===== src/sv/fmpc_pkg.sv =====
// Shared types and constants for the flow meter pulse counter.
package fmpc_pkg;

  localparam int unsigned DefaultPorts = 4;
  localparam int unsigned MaxPorts     = 16;

  localparam int unsigned ModeW   = 3;
  localparam int unsigned LevelW  = 4;
  localparam int unsigned PortW   = 4;
  localparam int unsigned MaskW   = 4;
  localparam int unsigned CountW  = 32;
  localparam int unsigned TimerW  = 16;
  localparam int unsigned HistW   = 8;

  localparam logic [HistW-1:0]  HistMask     = 8'hFF;
  localparam logic [HistW-1:0]  PulsePattern = 8'hF0;
  localparam logic [TimerW-1:0] TimerMax     = 16'hFFFF;
  localparam logic [TimerW-1:0] ResetTimeout = 16'd1000;

  typedef enum logic [ModeW-1:0] {
    MODE_SAMPLE      = 3'd0,
    MODE_TICK        = 3'd1,
    MODE_CLEAR_PORT  = 3'd2,
    MODE_CLEAR_TIMER = 3'd3,
    MODE_CLEAR_ALL   = 3'd4
  } mode_e;

  typedef logic [CountW-1:0] count_t;
  typedef logic [TimerW-1:0] timer_t;
  typedef logic [HistW-1:0]  hist_t;

endpackage


===== src/sv/fmpc_if.sv =====
// Channel interfaces of the flow meter pulse counter: item, result and configuration.
interface fmpc_item_if;
  logic                         valid;
  logic                         ready;
  logic [fmpc_pkg::ModeW-1:0]   mode;
  logic [fmpc_pkg::LevelW-1:0]  sensor_levels;
  logic [fmpc_pkg::PortW-1:0]   port;

  modport source (output valid, mode, sensor_levels, port, input ready);
  modport sink   (input valid, mode, sensor_levels, port, output ready);
endinterface

interface fmpc_result_if;
  logic                         valid;
  logic                         ready;
  logic [fmpc_pkg::CountW-1:0]  pulse_count;
  logic [fmpc_pkg::MaskW-1:0]   valve_off_mask;
  logic [fmpc_pkg::MaskW-1:0]   pulse_seen_mask;

  modport source (output valid, pulse_count, valve_off_mask, pulse_seen_mask, input ready);
  modport sink   (input valid, pulse_count, valve_off_mask, pulse_seen_mask, output ready);
endinterface

interface fmpc_cfg_if;
  logic                         valid;
  logic                         ready;
  logic [fmpc_pkg::TimerW-1:0]  data;

  modport source (output valid, data, input ready);
  modport sink   (input valid, data, output ready);
endinterface


===== src/sv/flow_meter_pulse_counter.sv =====
// Flow meter pulse counter: per-port debounced pulse counting with idle timeout.
//
// Usage:
//   in_i   carries one item per transaction: mode, sensor_levels and port.
//   out_o  returns exactly one result per item: the selected port's count,
//          the valve-off mask and the pulse-seen mask.
//   cfg_i  writes idle_timeout; always ready, write it only while idle.
// Result: registered, valid in the cycle after the item transaction.
// Throughput: one item per cycle unless stalled. All per-port updates finish
//   in the cycle of acceptance and land in the state and output registers.
// Stall: while a result waits and out_o.ready is low, in_i.ready is low;
//   when the receiver takes the result, a new item can be taken in the same
//   cycle, so the output register never drops or repeats a result.
// Reset: histories, counts and timers clear to zero, idle_timeout
//   returns to 1000 and no result is pending.
module flow_meter_pulse_counter #(
  parameter int unsigned PORTS = fmpc_pkg::DefaultPorts
) (
  input  logic          clk_i,
  input  logic          rst_ni,
  fmpc_item_if.sink     in_i,
  fmpc_result_if.source out_o,
  fmpc_cfg_if.sink      cfg_i
);

  fmpc_pkg::hist_t  hist_q  [PORTS];
  fmpc_pkg::hist_t  hist_d  [PORTS];
  fmpc_pkg::count_t cnt_q   [PORTS];
  fmpc_pkg::count_t cnt_d   [PORTS];
  fmpc_pkg::timer_t tmr_q   [PORTS];
  fmpc_pkg::timer_t tmr_d   [PORTS];

  fmpc_pkg::timer_t                 timeout_q;
  logic                             out_valid_q;
  fmpc_pkg::count_t                 count_q,    count_d;
  logic [fmpc_pkg::MaskW-1:0]       off_q,      off_d;
  logic [fmpc_pkg::MaskW-1:0]       seen_q,     seen_d;

  logic           in_fire;
  logic           cfg_fire;
  fmpc_pkg::mode_e mode;

  assign in_i.ready  = !out_valid_q || out_o.ready;
  assign in_fire     = in_i.valid && in_i.ready;
  assign cfg_i.ready = 1'b1;
  assign cfg_fire    = cfg_i.valid;
  assign mode        = fmpc_pkg::mode_e'(in_i.mode);

  assign out_o.valid           = out_valid_q;
  assign out_o.pulse_count     = count_q;
  assign out_o.valve_off_mask  = off_q;
  assign out_o.pulse_seen_mask = seen_q;

  always_comb begin
    logic             lvl;
    logic             pulse;
    logic             sel;
    fmpc_pkg::count_t c;
    fmpc_pkg::timer_t t;
    off_d   = '0;
    seen_d  = '0;
    count_d = '0;
    for (int p = 0; p < PORTS; p++) begin
      lvl   = (p < fmpc_pkg::LevelW) ? in_i.sensor_levels[2'(p)] : 1'b0;
      sel   = (in_i.port == fmpc_pkg::PortW'(p));
      c     = cnt_q[p];
      t     = tmr_q[p];
      pulse = 1'b0;
      hist_d[p] = hist_q[p];
      unique case (mode)
        fmpc_pkg::MODE_SAMPLE: begin
          hist_d[p] = {hist_q[p][fmpc_pkg::HistW-2:0], lvl};
          pulse     = ((hist_d[p] & fmpc_pkg::HistMask) == fmpc_pkg::PulsePattern);
          if (pulse) begin
            c = c + fmpc_pkg::CountW'(1);
            t = '0;
          end
        end
        fmpc_pkg::MODE_TICK: begin
          if (c != '0 && t != fmpc_pkg::TimerMax) begin
            t = t + fmpc_pkg::TimerW'(1);
          end
        end
        fmpc_pkg::MODE_CLEAR_PORT: begin
          if (sel) begin
            c = '0;
            t = '0;
          end
        end
        fmpc_pkg::MODE_CLEAR_TIMER: begin
          if (sel) begin
            t = '0;
          end
        end
        fmpc_pkg::MODE_CLEAR_ALL: begin
          c = '0;
          t = '0;
        end
        default: begin
        end
      endcase
      if (t >= timeout_q) begin
        c = '0;
        t = '0;
        if (p < fmpc_pkg::MaskW) begin
          off_d[2'(p)] = 1'b1;
        end
      end
      if (pulse && p < fmpc_pkg::MaskW) begin
        seen_d[2'(p)] = 1'b1;
      end
      if (sel) begin
        count_d = c;
      end
      cnt_d[p] = c;
      tmr_d[p] = t;
    end
  end

  always_ff @(posedge clk_i or negedge rst_ni) begin
    if (!rst_ni) begin
      for (int p = 0; p < PORTS; p++) begin
        hist_q[p] <= '0;
        cnt_q[p]  <= '0;
        tmr_q[p]  <= '0;
      end
      timeout_q   <= fmpc_pkg::ResetTimeout;
      out_valid_q <= 1'b0;
    end else begin
      if (cfg_fire) begin
        timeout_q <= cfg_i.data;
      end
      if (in_fire) begin
        for (int p = 0; p < PORTS; p++) begin
          hist_q[p] <= hist_d[p];
          cnt_q[p]  <= cnt_d[p];
          tmr_q[p]  <= tmr_d[p];
        end
        out_valid_q <= 1'b1;
      end else if (out_o.ready) begin
        out_valid_q <= 1'b0;
      end
    end
  end

  always_ff @(posedge clk_i) begin
    if (in_fire) begin
      count_q <= count_d;
      off_q   <= off_d;
      seen_q  <= seen_d;
    end
  end

  a_result_follows: assert property (@(posedge clk_i) disable iff (!rst_ni)
    in_fire |=> out_valid_q)
    else $error("no result after an item transaction");

  a_seen_only_sample: assert property (@(posedge clk_i) disable iff (!rst_ni)
    in_fire && mode != fmpc_pkg::MODE_SAMPLE |=> seen_q == '0)
    else $error("pulse reported outside sample mode");

  for (genvar g = 0; g < PORTS; g++) begin : g_chk
    a_idle_timer_zero: assert property (@(posedge clk_i) disable iff (!rst_ni)
      cnt_q[g] == '0 |-> tmr_q[g] == '0)
      else $error("timer running on a port with no pulses");
    if (g < fmpc_pkg::MaskW) begin : g_off
      a_off_clears: assert property (@(posedge clk_i) disable iff (!rst_ni)
        in_fire ##1 off_q[g] |-> cnt_q[g] == '0 && tmr_q[g] == '0)
        else $error("timed-out port not cleared");
    end
  end

endmodule


===== src/flat_wrapper.sv =====
// flat-port wrapper written by rule: the top's interface ports become plain ports
module flow_meter_pulse_counter_flat 
#(
  parameter int unsigned PORTS = fmpc_pkg::DefaultPorts
)
  (clk_i, rst_ni, in_i_valid, in_i_mode, in_i_sensor_levels, in_i_port, in_i_ready, out_o_valid, out_o_pulse_count, out_o_valve_off_mask, out_o_pulse_seen_mask, out_o_ready, cfg_i_valid, cfg_i_data, cfg_i_ready);
  fmpc_item_if in_i_i ();
  fmpc_result_if out_o_i ();
  fmpc_cfg_if cfg_i_i ();
  input  logic clk_i;
  input  logic rst_ni;
  input wire logic [$bits(in_i_i.valid)-1:0] in_i_valid;
  input wire logic [$bits(in_i_i.mode)-1:0] in_i_mode;
  input wire logic [$bits(in_i_i.sensor_levels)-1:0] in_i_sensor_levels;
  input wire logic [$bits(in_i_i.port)-1:0] in_i_port;
  output wire logic [$bits(in_i_i.ready)-1:0] in_i_ready;
  output wire logic [$bits(out_o_i.valid)-1:0] out_o_valid;
  output wire logic [$bits(out_o_i.pulse_count)-1:0] out_o_pulse_count;
  output wire logic [$bits(out_o_i.valve_off_mask)-1:0] out_o_valve_off_mask;
  output wire logic [$bits(out_o_i.pulse_seen_mask)-1:0] out_o_pulse_seen_mask;
  input wire logic [$bits(out_o_i.ready)-1:0] out_o_ready;
  input wire logic [$bits(cfg_i_i.valid)-1:0] cfg_i_valid;
  input wire logic [$bits(cfg_i_i.data)-1:0] cfg_i_data;
  output wire logic [$bits(cfg_i_i.ready)-1:0] cfg_i_ready;
  assign in_i_i.valid = in_i_valid;
  assign in_i_i.mode = in_i_mode;
  assign in_i_i.sensor_levels = in_i_sensor_levels;
  assign in_i_i.port = in_i_port;
  assign in_i_ready = in_i_i.ready;
  assign out_o_valid = out_o_i.valid;
  assign out_o_pulse_count = out_o_i.pulse_count;
  assign out_o_valve_off_mask = out_o_i.valve_off_mask;
  assign out_o_pulse_seen_mask = out_o_i.pulse_seen_mask;
  assign out_o_i.ready = out_o_ready;
  assign cfg_i_i.valid = cfg_i_valid;
  assign cfg_i_i.data = cfg_i_data;
  assign cfg_i_ready = cfg_i_i.ready;
  flow_meter_pulse_counter #(.PORTS(PORTS)) u_core (.clk_i(clk_i), .rst_ni(rst_ni), .in_i(in_i_i), .out_o(out_o_i), .cfg_i(cfg_i_i));
endmodule

===== config.mk =====
export PLATFORM = sky130hd
export DESIGN_NAME = flow_meter_pulse_counter_flat
export DESIGN_NICKNAME = d
export VERILOG_FILES = /design/src/sv/fmpc_pkg.sv /design/src/sv/fmpc_if.sv /design/src/sv/flow_meter_pulse_counter.sv /design/src/flat_wrapper.sv
export SDC_FILE = /design/constraint.sdc
export NUM_CORES = 1
export LEC_CHECK = 0
export BUFFER_PORTS_ARGS = -buffer_cell sky130_fd_sc_hd__buf_2
export CAP_MARGIN = 25
export CORE_AREA = 2 2 222 224
export CTS_BUF_LIST = sky130_fd_sc_hd__clkbuf_8
export CTS_CLUSTER_DIAMETER = 150
export CTS_CLUSTER_SIZE = 28
export DETAILED_ROUTE_END_ITERATION = 7
export DIE_AREA = 0 0 224 226
export PLACE_DENSITY = 0.51
export SKIP_CTS_REPAIR_TIMING = 1
export SYNTH_ARGS = -nofsm -noshare
export SYNTH_HDL_FRONTEND = slang
export SYNTH_SLANG_ARGS = --single-unit

===== constraint.sdc =====
create_clock -name clk_i -period 10.1 [get_ports clk_i]
set_input_delay 0.505 -clock clk_i [delete_from_list [all_inputs] [get_ports clk_i]]
set_output_delay 0.505 -clock clk_i [all_outputs]
set_load 0.005 [all_outputs]

==> results of run 1 <==
-- through the flow --
| step | power [uW] | utilization [%] | worst slack (ns) |
|---|---|---|---|
| after floorplan | 1794 | - | 5.839 |
| after global placement | 2041 | 36.21 | 3.903 |
| after detailed placement | 2063 | 36.21 | 3.836 |
| after CTS | 2563 | 36.69 | 3.971 |
| after global routing | 2716 | 36.74 | 4.136 |
| final | 2548 | 36.74 | 4.397 |
-- cell type report --
| class | instances | area [um^2] | share of cell area [%] |
|---|---|---|---|
| well taps | 622 | 778.2 | 4.382 |
| inverters | 47 | 177.7 | 1.000 |
| diodes | 1 | 2.502 | 0.01409 |
| clock buffers | 13 | 178.9 | 1.007 |
| flip-flops and latches | 259 | 6669 | 37.55 |
| clock inverters | 9 | 51.30 | 0.2888 |
| repair buffers | 95 | 565.5 | 3.184 |
| multi-input cells | 1466 | 9339 | 52.58 |
-- flip-flops by register name, summed over array words and instances (netlist names) --
signal	cells
u_core.hist_q	14
u_core.tmr_q	64
u_core.cnt_q	128
u_core.out_o.valve_off_mask	2
u_core.out_o.pulse_seen_mask	2
u_core.out_o.pulse_count	32
u_core.timeout_q	16
u_core.out_o.valid	1
-- worst min path at each step --
stage                       from              endpoint  slack, ns  cells after the start
6_report          cfg_i_data[10]  u_core.timeout_q[10]       0.11                      3
5_1_grt            cfg_i_data[9]   u_core.timeout_q[9]       0.09                      3
4_1_cts                   rst_ni       u_core.tmr_q[0]      -0.07                      1
3_5_place_dp   u_core.hist_q[30]     u_core.hist_q[30]       0.49                      2
3_3_place_gp   u_core.hist_q[30]     u_core.hist_q[30]       0.47                      2
2_1_floorplan             rst_ni       u_core.cnt_q[0]       0.21                      0
-- cell families after synthesis --
group | after synthesis
adder cells (fa/ha/maj) | 72
XOR/XNOR | 2
flip-flops | 259
other | 2
buffers and inverters | 185
AO/OA/AOI/OAI | 650
multiplexers | 5
AND/OR/NAND/NOR | 732
-- worst min-delay path: stages --
cell and delay (ns):
buf_2 0.08, nand2_1 0.04, o21ai_0 0.06
-- power breakdown --
| part | switching [uW] | total [uW] | internal [uW] |
|---|---|---|---|
| Clock | 368 | 497 | 129 |
| Sequential | 146 | 1300 | 1150 |
| Combinational | 494 | 752 | 258 |
-- per-layer routing --
metal | track usage [%] | routed length [um] | share of wire [%]
met3 | 2.524 | 3341 | 5.9
met4 | 5.742 | 1273 | 2.2
met1 | 33.16 | 26970 | 47
met2 | 34.42 | 25250 | 44
met5 | 0 | 13 | 0.023
-- synthesized netlist by cell type (8+ instances only) --
cell type  count
o21a_1        10
nand4_1       48
o22ai_1       14
or2_2          9
and4_1        21
o211ai_1      20
o21ai_0      165
or4_1         12
nand3_1       67
nand2_1      266
or3_1         12
o311ai_0      11
a22oi_1       12
and2_1        72
o31ai_1       54
a41oi_1       10
a211oi_1       9
nand2b_1      10
o31a_1        12
nor2_1        60
nor3_1        40
inv_1         46
and3_1        22
a21oi_1       90
a22o_1        55
edfxtp_1      36
a21o_1        27
o41ai_1       21
a31oi_1       40
o2bb2ai_1      8
dfrtp_1      217
nor4_1        55
buf_2         16
clkbuf_1     110
ha_1          72
o21ai_1       14
a221o_1       15
==> metrics.md, run 1 <==
| Metric | Value |
|---|---|
| Post-DP HPWL | `38590 um` |
| Clk_skew | `0.04910 ns` |
| Most frequent cell on the critical path | `nand2_1` |
| RSZ-0062 raised after global routing | `false` |
| Root Driver | `clkbuf_8` |
| Synthesized area | `16690 um^2` |
| Largest stage delay, worst path | `0.83 ns` |
| I/O Buffers | `67` |
| Seq/Total Area, Yosys | `39.96%` |
| Clock transition at path regs | `0.18 ns` |
| Max Clk Rate | `0.1753 GHz` |
| CP startpoint | `u_core.hist_q[16]` |
| Routability cong. | `0.8728` |
| Reg2reg end | `u_core.out_o.pulse_count[4]` |
| Die footprint | `50620 um^2` |
| Synth top area cells | `dfrtp_1 (33%), edfxtp_1 (6.5%), nand2_1 (6.0%)` |
| Adder-cell share of the synthesized area | `5.397%` |
| Worst EP required | `10.44 ns` |
| Pwr dens | `143.5 nW/um^2` |
| XOR/XNOR Fraction of Synth Area | `0.1049%` |
| Num rows | `81` |
| Share of layout cells above drive strength 1 | `8.947%` |
| Final WL | `56840 um` |
| Synth warn | `0` |
| Layout overhead on the synthesized area | `6.417%` |
| CTS Buffer Depth | `3` |
| Lkg Pwr | `0.007299 uW` |
| Peak VDD IR | `0.08196 mV` |
| TritonCTS clock tree | `yes` |
| Largest net degree at the start of global routing | `104` |
| DR WL/cell | `22.63 um` |
| DRT Pass-1 Iters | `6` |
| Crit path buf inv count | `0` |
| Post-Syn Area per Cell | `8.752 um^2` |
| Worst-path cell chain | `nor4_2 > nand2_1 > a221oi_2 > nand2_1 > o311ai_1 > o41ai_1 > ha_1 > o2111ai_1 > a31oi_1 > o21ai_1 > and2_0 > a221oi_1 > o21ai_0` |
| H-tree depth | `1` |
| Post-synth cell types | `92` |
| CP delay by family, top | `compound AO/OA/AOI/OAI gates` |
| Number of cells on the critical path | `13` |
| Critical-path top delay cell | `a221oi_1` |
| Post-Layout Cell Count | `2512` |
| Most frequent cells in the layout | `nand2_1 (264), dfrtp_1 (217), o21ai_0 (165), a21oi_1 (89)` |
| Io pins | `75` |
| Final setup viols | `0` |
| Max-cap violations | `0` |
| Final period utilization | `56.46%` |
| Post-synth top area cell | `dfrtp_1` |
| Simple-Gate Fraction of Synth Area | `22.93%` |
| Post-synth top flop | `dfrtp_1` |
| Initial drt markers | `1538` |
| Share of flip-flops with an asynchronous set or reset | `86.10%` |
| #FFs+latches synth | `259` |
| Overflow after GRT | `0` |
| Worst-skew pair later-pin latency | `0.63 ns` |
| Die span in x | `224 um` |
| Number of synthesized flops with an enable pin | `36` |
| DRC | `0` |
| Setup TNS | `0 ns` |
| Starting Density | `34.53%` |
| Num CTS Buffers | `13` |
| First-pass GRT wire length | `88980 um` |
| Fin Hold WS | `0.1082 ns` |
| Setup Crit Path Kind | `register to register` |
| Initial antenna violation count | `3` |
| Type of origin of the critical path | `register` |
| Vias in the first global route | `14640` |
| Critical path endpoint | `u_core.out_o.pulse_count[4]` |
| Most common cell after layout, fill and taps aside | `nand2_1` |
| Synth top area share | `32.53%` |
| Post-Synthesis Cells | `1907` |
| Compound-cell area share of the yosys netlist | `26.83%` |
| DP Cell Count | `2487` |
| Via-to-Cell Ratio | `6.155` |
| Max-slew headroom | `25.32%` |
| Reg-to-reg startpoint | `u_core.hist_q[16]` |
| GRT Total Usage | `22.34%` |
| Via count | `15460` |
| Mux share of post-synthesis cell area | `0.3223%` |
| Cell area after layout | `17760 um^2` |
| Antenna Nets Post-Route | `0` |
| CP Data Arrival Time | `6.04 ns` |
| Worst hold-check path type | `primary input to register` |
| Final Critical Period | `5.703 ns` |
| CORE AREA | `48340 um^2` |
| Largest family of logic cells by synthesized area | `compound AO/OA/AOI/OAI gates` |
| CTS Sinks | `259` |
| R2R setup slack | `4.40 ns` |
| R2R depth | `13` |
| Die height | `226 um` |
| Filler instances | `4850` |
| # nets final | `1986` |
| Crit end category | `register` |
| DP Area | `17500 um^2` |
| Max FO, Critical Path | `14` |
| Worst Max-Slew Pin Slew | `1.106 ns` |
| Outcome | `finished clean` |
| Slew Viols, Final | `0` |
| Final hold vios | `0` |
Note: power is estimated with default switching activity, not from simulation.
==> run 2: changes to the inputs <==
--- a/config.mk
+++ b/config.mk
@@ -13,7 +13,7 @@
 export CTS_CLUSTER_SIZE = 28
 export DETAILED_ROUTE_END_ITERATION = 7
 export DIE_AREA = 0 0 224 226
-export PLACE_DENSITY = 0.51
+export PLACE_DENSITY = 0.53
 export SKIP_CTS_REPAIR_TIMING = 1
 export SYNTH_ARGS = -nofsm -noshare
 export SYNTH_HDL_FRONTEND = slang
==> constraint.sdc (replaced) <==
create_clock -name clk_i -period 4.77 [get_ports clk_i]
set_input_delay 0.2385 -clock clk_i [delete_from_list [all_inputs] [get_ports clk_i]]
set_output_delay 0.2385 -clock clk_i [all_outputs]
set_load 0.005 [all_outputs]
==> run 2 against run 1 <==
  * Routed wire length increased by 0.78%
  * Clock skew increased by 0.042 ns
  * First-iteration DRC count increased by 4.6%
  * Combinational power increased by 130%
  * Sequential power increased by 110%
  * Power increased by 120%
  * Worst hold slack got worse by 0.074 ns
  * Register-to-register slack got worse by 4.2 ns
  * Global-route usage about the same
  * Clock-buffer cell count unchanged
==> metrics.md, run 2 (synthesized netlist as in run 1, its figures left out) <==
| Metric | Value |
|---|---|
| Via-to-Cell Ratio | `6.132 (-0.37%)` |
| Largest net degree at the start of global routing | `114 (+9.6%)` |
| Die footprint | `50620 um^2 (unchanged)` |
| Die span in x | `224 um (unchanged)` |
| Peak VDD IR | `0.1865 mV (+130%)` |
| Filler instances | `4791 (-1.2%)` |
| Max-slew headroom | `35.33% (+10 points)` |
| Post-DP HPWL | `39960 um (+3.6%)` |
| CTS Sinks | `259 (unchanged)` |
| Clk_skew | `0.09094 ns (+0.04184 ns)` |
| Initial drt markers | `1609 (+4.6%)` |
| DRT Pass-1 Iters | `6 (unchanged)` |
| Fin Hold WS | `0.03444 ns (-0.07378 ns)` |
| Num CTS Buffers | `13 (unchanged)` |
| Worst EP required | `5.24 ns (-5.20 ns)` |
| Max Clk Rate | `0.2176 GHz (+24%)` |
| CP Data Arrival Time | `5.06 ns (-0.98 ns)` |
| Outcome | `finished clean` |
| Final hold vios | `0 (unchanged)` |
| CORE AREA | `48340 um^2 (unchanged)` |
| Worst Max-Slew Pin Slew | `0.9665 ns (-0.1393 ns)` |
| FF+latch area | `6669 um^2 (unchanged)` |
| GRT Total Usage | `22.33% (about the same)` |
| Most common cell after layout, fill and taps aside | `nand2_1` |
| First-pass GRT wire length | `88370 um (-0.69%)` |
| Crit end category | `register` |
| Type of origin of the critical path | `register` |
| Largest register FFs | `128 (unchanged)` |
| Antenna Nets Post-Route | `0 (unchanged)` |
| Max FO, Critical Path | `14 (unchanged)` |
| Starting Density | `34.53% (unchanged)` |
| Max-cap violations | `0 (unchanged)` |
| Io pins | `75 (unchanged)` |
| Overflow after GRT | `0 (unchanged)` |
| Top reg by flops | `u_core.cnt_q` |
| CP delay by family, top | `compound AO/OA/AOI/OAI gates` |
| Crit path buf inv count | `2 (+2)` |
| Vias in the first global route | `14670 (+0.23%)` |
| DR WL/cell | `22.13 um (-2.2%)` |
| H-tree depth | `1 (unchanged)` |
| Die height | `226 um (unchanged)` |
| Most frequent cells in the layout | `nand2_1 (264), dfrtp_1 (217), o21ai_0 (165), a21oi_1 (89), buf_4 (79)` |
| Worst hold-check path type | `primary input to register` |
| Final Critical Period | `4.595 ns (-1.108 ns)` |
| CTS Buffer Depth | `3 (unchanged)` |
| Lkg Pwr | `0.007680 uW (+5.2%)` |
| Setup TNS | `0 ns (unchanged)` |
| Num rows | `81 (unchanged)` |
| Layout overhead on the synthesized area | `10.66%` |
| Multi-input gate area | `9356 um^2 (+0.19%)` |
| TritonCTS clock tree | `yes` |
| Final setup viols | `0 (unchanged)` |
| Cell area after layout | `18470 um^2 (+4.0%)` |
| Post-Layout Cell Count | `2589 (+3.1%)` |
| DRC | `0 (unchanged)` |
| DP Cell Count | `2544 (+2.3%)` |
| RSZ-0062 raised after global routing | `false` |
| Share of layout cells above drive strength 1 | `11.60% (+2.7 points)` |
| Critical-path top delay cell | `o2bb2ai_1` |
| Worst-path cell chain | `inv_1 > ha_1 > nor4b_1 > nand4_1 > o32ai_4 > buf_4 > nor3_1 > a21oi_1 > ha_1 > or3b_1 > o2111ai_1 > a31oi_1 > o21ai_1 > nand2_2 > o2bb2ai_1 > o21a_1` |
| Clock transition at path regs | `0.20 ns (+0.02 ns)` |
| Via count | `15880 (+2.7%)` |
| Final period utilization | `96.33% (+40 points)` |
| Slew Viols, Final | `0 (unchanged)` |
| Largest stage delay, worst path | `0.56 ns (-0.27 ns)` |
| Initial antenna violation count | `1 (-2)` |
| # nets final | `2063 (+3.9%)` |
| Setup Crit Path Kind | `register to register` |
| Most frequent cell on the critical path | `ha_1` |
| Worst-skew pair later-pin latency | `0.62 ns (about the same)` |
| Pwr dens | `298.7 nW/um^2 (+110%)` |
| I/O Buffers | `67 (unchanged)` |
| DP Area | `17980 um^2 (+2.7%)` |
| Routability cong. | `0.8958 (+2.6%)` |
| Root Driver | `clkbuf_8` |
| Final WL | `57290 um (+0.78%)` |
## run 2: cell types whose count changed in the layout (fill, tap and decap cells not counted), sizes merged
cell / change
buf: +57
dlygate4sd3: +20
## run 2: metrics by stage
stage,utilization (%),setup slack (ns),total power (uW)
2_1_floorplan,-,0.5086,3799
3_3_place_gp,37.20,0.1402,4430
3_5_place_dp,37.20,0.1558,4468
4_1_cts,37.70,0.06183,5529
5_1_grt,38.21,0.004291,5877
6_report,38.21,0.1749,5517
## run 2: final cells by class
type,instances,share of cell area [%]
Tap cell,622,4.214
Inverter,47,0.9619
Timing Repair Buffer,172,6.733
Multi-Input combinational cell,1466,50.66
Antenna cell,1,0.01355
Sequential cell,259,36.11
Clock buffer,13,0.9687
Clock inverter,9,0.3455
## run 2: path summary, 6_finish.rpt
kind,from,end,slack [ns],cells after the start
max,u_core.cnt_q[64],u_core.out_o.pulse_count[1],0.17,16
min,cfg_i_valid,u_core.timeout_q[6],0.03,3
max reg2reg,u_core.cnt_q[64],u_core.out_o.pulse_count[1],0.17,16
min reg2reg,u_core.hist_q[22],u_core.hist_q[22],0.53,2
max in group asynchronous,rst_ni,u_core.cnt_q[102],3.36,3
min in group asynchronous,rst_ni,u_core.tmr_q[26],0.22,2
## run 2: tightest hold or removal path, cell delays in order
cell and delay (ns):
buf_2 0.24, nand2_1 0.10, o21ai_0 0.06
## run 2: per-layer routing
metal	up-vias	part of all wire (%)	GRT usage (%)	routed length, um
li1	7384	-	-	-
met4	0	3.1	7.505	1764
met2	542	43	33.12	24740
met5	-	0	0	0
met3	89	6.8	2.550	3918
met1	7861	47	33.50	26870
## run 2: where the power goes
group	leakage, uW	total [uW]	internal (uW)	switching [uW]
registers	0.00333	2740	2440	293
logic	0.00420	1730	640	1090
clock network	0.000142	1050	274	776
==> run 3: changes to the inputs <==
--- a/config.mk
+++ b/config.mk
@@ -7,13 +7,15 @@
 export LEC_CHECK = 0
 export BUFFER_PORTS_ARGS = -buffer_cell sky130_fd_sc_hd__buf_2
 export CAP_MARGIN = 25
+export CELL_PAD_IN_SITES_DETAIL_PLACEMENT = 1
+export CELL_PAD_IN_SITES_GLOBAL_PLACEMENT = 2
 export CORE_AREA = 2 2 222 224
 export CTS_BUF_LIST = sky130_fd_sc_hd__clkbuf_8
 export CTS_CLUSTER_DIAMETER = 150
 export CTS_CLUSTER_SIZE = 28
 export DETAILED_ROUTE_END_ITERATION = 7
 export DIE_AREA = 0 0 224 226
-export PLACE_DENSITY = 0.53
+export PLACE_DENSITY = 0.77
 export SKIP_CTS_REPAIR_TIMING = 1
 export SYNTH_ARGS = -nofsm -noshare
 export SYNTH_HDL_FRONTEND = slang
==> run 3 against run 2 <==
  * Core utilization up 1.6 points
  * Critical path depth up 3
  * First-iteration DRC count decreased by 24%
  * Power increased by 5.7%
  * Clock power grew 8%
  * Non-clock buffer count grew 90
  * Clock skew down 0.036 ns
  * Critical path type unchanged
  * Critical endpoint is now u_core.out_o.pulse_count[5]
  * Largest cell class unchanged
  * Largest power group unchanged
==> metrics.md, run 3 (synthesized netlist as in run 1, its figures left out) <==
| Metric | Value |
|---|---|
| Via count | `16300 (+2.7%)` |
| DR WL/cell | `24.25 um (+9.6%)` |
| CTS Sinks | `259 (unchanged)` |
| Multi-input gate area | `9384 um^2 (+0.29%)` |
| Most frequent cells in the layout | `nand2_1 (264), dfrtp_1 (217), o21ai_0 (165), buf_4 (163), a21oi_1 (89)` |
| Critical-path top delay cell | `or4_1` |
| TritonCTS clock tree | `yes` |
| Share of layout cells above drive strength 1 | `15.66% (+4.1 points)` |
| Lkg Pwr | `0.008182 uW (+6.5%)` |
| Num rows | `81 (unchanged)` |
| Largest net degree at the start of global routing | `90 (-21%)` |
| Type of origin of the critical path | `register` |
| Reg power frac | `46.5% (-3.1 points)` |
| Num CTS Buffers | `13 (unchanged)` |
| CTS Buffer Depth | `3 (unchanged)` |
| CP Data Arrival Time | `4.94 ns (-0.12 ns)` |
| Filler instances | `5700 (+19%)` |
| DRT Pass-1 Iters | `5 (-1)` |
| Die footprint | `50620 um^2 (unchanged)` |
| Vias in the first global route | `16590 (+13%)` |
| H-tree depth | `1 (unchanged)` |
| Worst-skew pair later-pin latency | `0.63 ns (about the same)` |
| Post-DP HPWL | `46020 um (+15%)` |
| Pwr dens | `303.0 nW/um^2 (+1.4%)` |
| Final hold vios | `0 (unchanged)` |
| Top reg by flops | `u_core.cnt_q` |
| Largest register FFs | `128 (unchanged)` |
| Crit end category | `register` |
| Slew Viols, Final | `0 (unchanged)` |
| Final Critical Period | `4.564 ns (-0.03133 ns)` |
| Setup Crit Path Kind | `register to register` |
| FF+latch area | `6669 um^2 (unchanged)` |
| Final setup viols | `0 (unchanged)` |
| Setup TNS | `0 ns (unchanged)` |
| Die span in x | `224 um (unchanged)` |
| Starting Density | `34.53% (unchanged)` |
| I/O Buffers | `67 (unchanged)` |
| Io pins | `75 (unchanged)` |
| Max-slew headroom | `35.25% (-0.077 points)` |
| Max Clk Rate | `0.2191 GHz (+0.69%)` |
| Worst Max-Slew Pin Slew | `0.9712 ns (+0.004721 ns)` |
| Initial antenna violation count | `1 (unchanged)` |
| Worst EP required | `5.15 ns (-0.09 ns)` |
| Antenna Nets Post-Route | `0 (unchanged)` |
| P_int | `3528 uW (+5.1%)` |
| Final period utilization | `95.68% (-0.66 points)` |
| Psw | `2306 uW (+6.8%)` |
| First-pass GRT wire length | `100400 um (+14%)` |
| Layout overhead on the synthesized area | `15.35%` |
| CORE AREA | `48340 um^2 (unchanged)` |
| Fin Hold WS | `0.06059 ns (+0.02615 ns)` |
| GRT Total Usage | `25.43% (+3.1 points)` |
| Clock transition at path regs | `0.20 ns (about the same)` |
| Final WL | `64970 um (+13%)` |
| Switch share | `39.52% (+0.37 points)` |
| Peak VDD IR | `0.2094 mV (+12%)` |
| Most common cell after layout, fill and taps aside | `nand2_1` |
| Outcome | `finished clean` |
| Worst hold-check path type | `primary input to register` |
| Via-to-Cell Ratio | `6.085 (-0.77%)` |
| Max FO, Critical Path | `8 (-6)` |
| Root Driver | `clkbuf_8` |
| Die height | `226 um (unchanged)` |
| Overflow after GRT | `0 (unchanged)` |
| Largest stage delay, worst path | `0.61 ns (+0.05 ns)` |
| Logic pwr share | `34.1% (+2.7 points)` |
| Routability cong. | `0.8893 (-0.73%)` |
| Worst-path cell chain | `inv_1 > ha_1 > nor4b_1 > nand4_1 > o32ai_4 > or4_1 > nor2_1 > xnor2_1 > o21ai_0 > ha_1 > nand2_1 > o211ai_1 > a21o_1 > o31ai_4 > buf_12 > nand2_1 > o22ai_1 > buf_4 > a221o_1` |
| DRC | `0 (unchanged)` |
| Clk_skew | `0.05467 ns (-0.03627 ns)` |
| Clk pwr share | `19.4% (+0.4 points)` |
| # nets final | `2153 (+4.4%)` |
| Initial drt markers | `1227 (-24%)` |
| Max-cap violations | `0 (unchanged)` |
-- run 3: worst paths after layout --
path | startpoint | end | slack [ns] | cells past startpoint
min in group asynchronous | rst_ni | u_core.tmr_q[9] | 0.22 | 2
max reg2reg | u_core.cnt_q[96] | u_core.out_o.pulse_count[5] | 0.21 | 19
max in group asynchronous | rst_ni | u_core.tmr_q[29] | 3.25 | 3
min reg2reg | u_core.cnt_q[57] | u_core.cnt_q[57] | 0.53 | 2
min | cfg_i_valid | u_core.timeout_q[5] | 0.06 | 3
max | u_core.cnt_q[96] | u_core.out_o.pulse_count[5] | 0.21 | 19
-- run 3: area by class of cell --
class                           instances  share of cell area, %
Antenna cell                            1                0.01300
Clock buffer                           13                 0.9293
Tap cell                              622                  4.042
Timing Repair Buffer                  262                  10.31
Sequential cell                       259                  34.64
Multi-Input combinational cell       1466                  48.74
Clock inverter                          9                 0.4029
Inverter                               47                 0.9228
-- run 3: critical path: cells and delay by family (launching register included) --
family	cells	cell delay, ns
flops	1	0.48
fa+ha+maj	2	0.55
xor+xnor	1	0.16
simple gates	6	1.53
compound gates	7	1.19
buf+inv	3	0.42
-- run 3: power groups by stage --
stage	registers, uW	clock network (uW)	logic [uW]
2_1_floorplan	2650	0	1150
3_3_place_gp	2730	0	1850
3_5_place_dp	2750	0	1920
4_1_cts	2710	1170	1930
5_1_grt	2750	1240	2190
6_report	2710	1130	1990
-- run 3: layer usage --
layer  global-route usage, %  wire, um  part of all wire, %
met1                   34.03     29380                   45
met2                   42.95     30960                   48
met3                   2.576      2244                  3.5
met4                   8.667      2386                  3.7
met5                       0         0                    0
-- run 3: metrics by stage --
| step | cells | setup slack, ns | instance area (um^2) | util [%] | power (uW) |
|---|---|---|---|---|---|
| 6_report | 2679 | 0.2062 | 19250 | 39.83 | 5834 |
| 5_1_grt | 2679 | -0.01379 | 19250 | 39.83 | 6177 |
| 4_1_cts | 2653 | 0.004959 | 18940 | 39.19 | 5811 |
| 3_5_place_dp | 2631 | 0.02643 | 18690 | 38.65 | 4668 |
| 3_3_place_gp | 2630 | 0.02026 | 18680 | 38.63 | 4578 |
| 2_1_floorplan | 1910 | 0.5086 | 16700 | - | 3799 |
